## src/design/swld_pkg.sv

```systemverilog
// Shared types and constants for the sync-word length deframer.
// Used by swld_fsm and sync_word_length_deframer; depends on nothing.
`default_nettype none

package swld_pkg;

  localparam logic [7:0]  SYNC_FIRST       = 8'h94;
  localparam logic [7:0]  SYNC_SECOND      = 8'hC3;
  localparam logic [15:0] MAX_LENGTH_RESET = 16'd512;

  localparam logic [1:0] KIND_PAYLOAD  = 2'd0;
  localparam logic [1:0] KIND_EMPTY    = 2'd1;
  localparam logic [1:0] KIND_REJECTED = 2'd2;

  typedef enum logic [4:0] {
    PH_HUNT1   = 5'b00001,
    PH_HUNT2   = 5'b00010,
    PH_LEN_HI  = 5'b00100,
    PH_LEN_LO  = 5'b01000,
    PH_PAYLOAD = 5'b10000
  } phase_t;

  typedef struct packed {
    phase_t      phase;
    logic [7:0]  length_high;
    logic [15:0] length_total;
    logic [15:0] bytes_left;
  } deframe_state_t;

  typedef struct packed {
    logic        emit;
    logic [1:0]  kind;
    logic [7:0]  data;
    logic        last;
    logic [15:0] length;
  } deframe_result_t;

endpackage

`default_nettype wire

```

## src/design/sync_word_length_deframer.sv

```systemverilog
// Top level of the sync-word length-prefixed frame deframer.
// Depends on swld_pkg and swld_fsm.
//
//   channel   | signals                          | payload
//   s_axis    | tvalid tready tdata[7:0]         | received byte
//   m_axis    | tvalid tready tdata tuser tlast  | kind, byte, length, last
//   cfg       | valid ready data[15:0]           | max_length
//
// One byte is taken per cycle while s_axis_tready is high; its result is then registered.
// The input register and the result register each hold one item, and the
// header/payload state advances once per byte in a single pass.
// rst clears the state to hunting and max_length to 512.
// A stalled m_axis holds the result; input stalls only when a held byte
// would produce a result while the result register stays full.
`default_nettype none

module sync_word_length_deframer (
  input  wire logic        clk,
  input  wire logic        rst,
  input  wire logic        s_axis_tvalid,
  output      logic        s_axis_tready,
  input  wire logic [7:0]  s_axis_tdata,   // [7:0] in_byte
  output      logic        m_axis_tvalid,
  input  wire logic        m_axis_tready,
  output      logic [23:0] m_axis_tdata,   // [7:0] out_byte, [23:8] frame_length
  output      logic [1:0]  m_axis_tuser,   // [1:0] out_kind
  output      logic        m_axis_tlast,   // out_last
  input  wire logic        cfg_valid,
  output      logic        cfg_ready,
  input  wire logic [15:0] cfg_data
);
  import swld_pkg::*;

  logic            in_valid;
  logic [7:0]      in_byte;
  logic [15:0]     max_length;
  deframe_state_t  st;
  deframe_state_t  st_next;
  deframe_result_t res;
  logic            advance;

  swld_fsm u_fsm (
    .cur        (st),
    .in_byte    (in_byte),
    .max_length (max_length),
    .nxt        (st_next),
    .res        (res)
  );

  assign advance       = in_valid && (!res.emit || !m_axis_tvalid || m_axis_tready);
  assign s_axis_tready = !in_valid || advance;
  assign cfg_ready     = 1'b1;

  always_ff @(posedge clk) begin
    if (rst) begin
      max_length <= MAX_LENGTH_RESET;
    end else if (cfg_valid) begin
      max_length <= cfg_data;
    end
  end

  always_ff @(posedge clk) begin
    if (rst) begin
      in_valid <= 1'b0;
    end else if (s_axis_tready) begin
      in_valid <= s_axis_tvalid;
    end
  end

  always_ff @(posedge clk) begin
    if (s_axis_tready && s_axis_tvalid) begin
      in_byte <= s_axis_tdata;
    end
  end

  always_ff @(posedge clk) begin
    if (rst) begin
      st.phase        <= PH_HUNT1;
      st.length_high  <= 8'd0;
      st.length_total <= 16'd0;
      st.bytes_left   <= 16'd0;
    end else if (advance) begin
      st <= st_next;
    end
  end

  always_ff @(posedge clk) begin
    if (rst) begin
      m_axis_tvalid <= 1'b0;
    end else if (advance && res.emit) begin
      m_axis_tvalid <= 1'b1;
    end else if (m_axis_tready) begin
      m_axis_tvalid <= 1'b0;
    end
  end

  always_ff @(posedge clk) begin
    if (advance && res.emit) begin
      m_axis_tdata <= {res.length, res.data};
      m_axis_tuser <= res.kind;
      m_axis_tlast <= res.last;
    end
  end

endmodule

`default_nettype wire

```

## src/design/swld_fsm.sv

```systemverilog
// Per-byte next-state and result logic of the deframer.
// Depends on swld_pkg.
`default_nettype none

module swld_fsm (
  input  wire swld_pkg::deframe_state_t  cur,
  input  wire logic [7:0]                in_byte,
  input  wire logic [15:0]               max_length,
  output swld_pkg::deframe_state_t       nxt,
  output swld_pkg::deframe_result_t      res
);
  import swld_pkg::*;

  logic [15:0] len_word;

  assign len_word = {cur.length_high, in_byte};

  always_comb begin
    nxt = cur;
    res = '0;
    unique case (cur.phase)
      PH_HUNT2: begin
        if (in_byte == SYNC_SECOND) begin
          nxt.phase = PH_LEN_HI;
        end else if (in_byte == SYNC_FIRST) begin
          nxt.phase = PH_HUNT2;
        end else begin
          nxt.phase = PH_HUNT1;
        end
      end
      PH_LEN_HI: begin
        nxt.length_high = in_byte;
        nxt.phase       = PH_LEN_LO;
      end
      PH_LEN_LO: begin
        nxt.length_total = len_word;
        if (len_word > max_length) begin
          res.emit   = 1'b1;
          res.kind   = KIND_REJECTED;
          res.length = len_word;
          if (cur.length_high == SYNC_FIRST && in_byte == SYNC_SECOND) begin
            nxt.phase = PH_LEN_HI;
          end else if (in_byte == SYNC_FIRST) begin
            nxt.phase = PH_HUNT2;
          end else begin
            nxt.phase = PH_HUNT1;
          end
        end else if (len_word == 16'd0) begin
          nxt.bytes_left = 16'd0;
          nxt.phase      = PH_HUNT1;
          res.emit       = 1'b1;
          res.kind       = KIND_EMPTY;
          res.last       = 1'b1;
        end else begin
          nxt.bytes_left = len_word;
          nxt.phase      = PH_PAYLOAD;
        end
      end
      PH_PAYLOAD: begin
        res.emit   = 1'b1;
        res.kind   = KIND_PAYLOAD;
        res.data   = in_byte;
        res.length = cur.length_total;
        res.last   = (cur.bytes_left <= 16'd1);
        if (cur.bytes_left <= 16'd1) begin
          nxt.bytes_left = 16'd0;
          nxt.phase      = PH_HUNT1;
        end else begin
          nxt.bytes_left = cur.bytes_left - 16'd1;
        end
      end
      default: begin
        nxt.phase = (in_byte == SYNC_FIRST) ? PH_HUNT2 : PH_HUNT1;
      end
    endcase
  end

endmodule

`default_nettype wire
```

## config.mk

```make
export PLATFORM = sky130hd
export DESIGN_NAME = sync_word_length_deframer
export DESIGN_NICKNAME = d
export VERILOG_FILES = /design/src/design/swld_pkg.sv /design/src/design/sync_word_length_deframer.sv /design/src/design/swld_fsm.sv
export SDC_FILE = /design/constraint.sdc
export NUM_CORES = 1
export LEC_CHECK = 0
export ABC_AREA = 1
export BUFFER_PORTS_ARGS = -buffer_cell sky130_fd_sc_hd__clkbuf_2
export CAP_MARGIN = 40
export CELL_PAD_IN_SITES_DETAIL_PLACEMENT = 0
export CELL_PAD_IN_SITES_GLOBAL_PLACEMENT = 1
export CORE_MARGIN = 2
export CORE_UTILIZATION = 35
export CTS_BUF_LIST = sky130_fd_sc_hd__clkbuf_8
export CTS_CLUSTER_DIAMETER = 80
export DETAILED_ROUTE_END_ITERATION = 10
export PLACE_DENSITY = 0.64
export SYNTH_ARGS = -nofsm -noshare
export SYNTH_HDL_FRONTEND = slang
export SYNTH_SLANG_ARGS = --single-unit
```

## constraint.sdc

```tcl
create_clock -name clk -period 3 [get_ports clk]
set_input_delay 0.15 -clock clk [delete_from_list [all_inputs] [get_ports clk]]
set_output_delay 0.15 -clock clk [all_outputs]
set_load 0.01 [all_outputs]
```

==> qor.yml <==
synth_seq_area_share_pct: 46.4
ff_latch_area_mm2: 0.00231
synth_nets: 692
arrival_ps: 2820
grt_max_degree: 43
slew_headroom_pct: 50.5
synth_seq_cells: 98
clkTransAtPathRegs_ps: 100
dp_hpwl_mm: 10.1
async_reset_ff_share_pct: 0
internal_power_mw: 1.89
cts.sinks: 98
powerDensity_mw_per_mm2: 443
grt_pass1_vias: 4060
start_util_pct: 35.9
final_cell_mix: "133 x nand2_1, 122 x nor2_1, 95 x inv_1, 63 x dfxtp_1, 57 x clkbuf_2"
antenna_found_initial: 0
cts_root_buffer: "clkbuf_8"
fp.coreArea_mm2: 0.0139
htreeDepth: 3
path_max_fanout: 32
fin_crit_sh_pct: 84.2
fin_nets: 758
clock_path_buffers: 2
min_period_ps: 2530
synthCells: 645
syn_area_per_cell_um2: 7.73
layout-drive-gt1-share_pct: 14.1
die_w_um: 123
fillCellCount: 1473
peakVddDrop_mv: 0.187
drv_slew: 0
grt_overflow: 0
cts_resized: 0
vias: 4301
place_congestion: 0.903
grt_util_all_layers_pct: 19.0
max_slew.worst_pin.slew_ps: 741
skew_ps: 15.2
reg2reg_from: "in_byte[2]"
die_area_mm2: 0.0152
drt_iter0_drc: 318
p_leak_nw: 2.83
startpoint: "in_byte[2]"
maxClockFrequency_mhz: 396
routed_wire_length_per_instance_um: 15.0
grt_pass1_wl_mm: 21.5
wl_met2_mm: 5.64
die_y_um: 123
cts_setup_buffers: 0
io_pins: 59
wirelength_met1_mm: 6.79
num_antenna_cells: 0
cts_hold_buf: 12
p_sw_uw: 654
power_frac_comb_pct: 8.6
dp.cells: 868
synth_edf_count: 35
power_mw: 2.55
holdCritStartpoint: "s_axis_tvalid"
clk_latency_ps: 400
hold_path.class: "in2reg"
finalNonFillerCells: 896
rows: 43
p_clk_share_pct: 35.5
worstPathRequired_ps: 3290
drtPass1Iterations: 5
fin_tns_setup_ps: 0
multi_input_area_mm2: 0.00214
worst_setup_path_start_kind: "flip-flop"
port_buffers: 57
cp-end-kind: "flip-flop"
outcome: "finished, final reports clean"
p_sw_share_pct: 25.7
finalSetupViolCount: 0
cts_tree: "built"
drc: 0
via_per_inst: 4.80
area_delta_synth_final_pct: 15.2
maxCapViolCount: 0
seqPwrFrac_pct: 55.9
synth-main-ff-cell: "dfxtp_1"
final_common_cell: "nand2_1"
fin_util_pct: 41.4
rsz0062_at_grt: "false"
syn_area_mm2: 0.00499
crit_type: "reg2reg"
synth_cell_type_count: 36
wl_met3_um: 642
finalHoldViolations: 0
yosysWarnings: 0
highest_layer: "met4"
hold_ws_ps: 24.4
cts_buffers: 9
drtAntennaViolNets: 0
wl_mm: 13.4
-- synth_stat cells (all sizes together), types with 4 or more instances --
cell    count  share of area, %
xor2       10               1.8
nor3        5              0.60
ha         18               4.5
edfxtp     35                21
dfxtp      63                25
o21ai      21               2.1
nand4      16               2.0
nor2      126               9.7
o22ai      24               3.0
a22oi       4              0.60
a21oi      31               3.1
nor4        5              0.75
clkbuf      9              0.68
nand3      21               3.3
inv        97               7.3
nand2     136                10
buf        16               2.7
-- power groups by stage --
stage	clock [mW]	sequential [mW]	combinational, mW
floorplan	0	1.44	0.147
global placement	0	1.45	0.206
detailed placement	0	1.45	0.207
CTS	0.925	1.42	0.221
global route	0.983	1.43	0.251
finish	0.906	1.42	0.219
-- flip-flops by register name (all words and copies together), names as in the netlist --
name / count
st: 45
m_axis_tlast: 1
max_length: 16
m_axis_tdata: 24
in_valid: 1
in_byte: 8
m_axis_tuser: 2
m_axis_tvalid: 1
-- metrics by stage --
| stage | setup WS [ps] | area [µm²] |
|---|---|---|
| 6_report | 473 | 5750 |
| 5_1_grt | 184 | 5750 |
| 3_3_place_gp | 478 | 5430 |
| 3_5_place_dp | 456 | 5430 |
| 4_1_cts | 447 | 5750 |
| 2_1_floorplan | 468 | 4990 |
-- kinds of logic after synthesis --
kind of cell    Yosys count  synth area share (%)
simple gates            310                  26.9
flops                    98                  46.4
fa+ha+maj                18                  4.52
buf+inv                 123                  10.7
other cells               1                0.0752
compound gates           84                  9.46
xor+xnor                 11                  1.93
-- worst max-delay path, cell delays in order, from the launching register on --
cell      delay (ps)
edfxtp_1         530
ha_1             350
nand2_1           80
inv_1             40
nand2_1           50
nand2_1           50
nand2_1           50
nand2_1           40
nand2_1           50
nand2_1           70
nand3_2           90
nand3_2          120
nand2_4          230
nand3_4          340
nor2_1           260
nor2_1            70
-- routing by layer --
metal | vias to the layer above | track usage, %
li1 | 2199 | -
met1 | 1973 | 26.9
met2 | 110 | 28.2
met3 | 19 | 3.41
met4 | 0 | 8.10
met5 | - | 0
-- final cells by class --
class / instances / share of cell area (%)
clock buffers: 10 / 2.40
clock inverters: 6 / 1.09
inverters: 98 / 6.40
multi-input cells: 424 / 37.2
flip-flops and latches: 98 / 40.2
well taps: 180 / 3.92
repair buffers: 80 / 8.71
-- final timing paths --
path               endpoint  slack (ps)  depth (start not counted)
min reg2reg  max_length[14]         470                          2
max reg2reg          st[29]         470                         15
max                  st[29]         470                         15
min                in_valid          20                          3
Note: power is estimated with default switching activity, not from simulation.
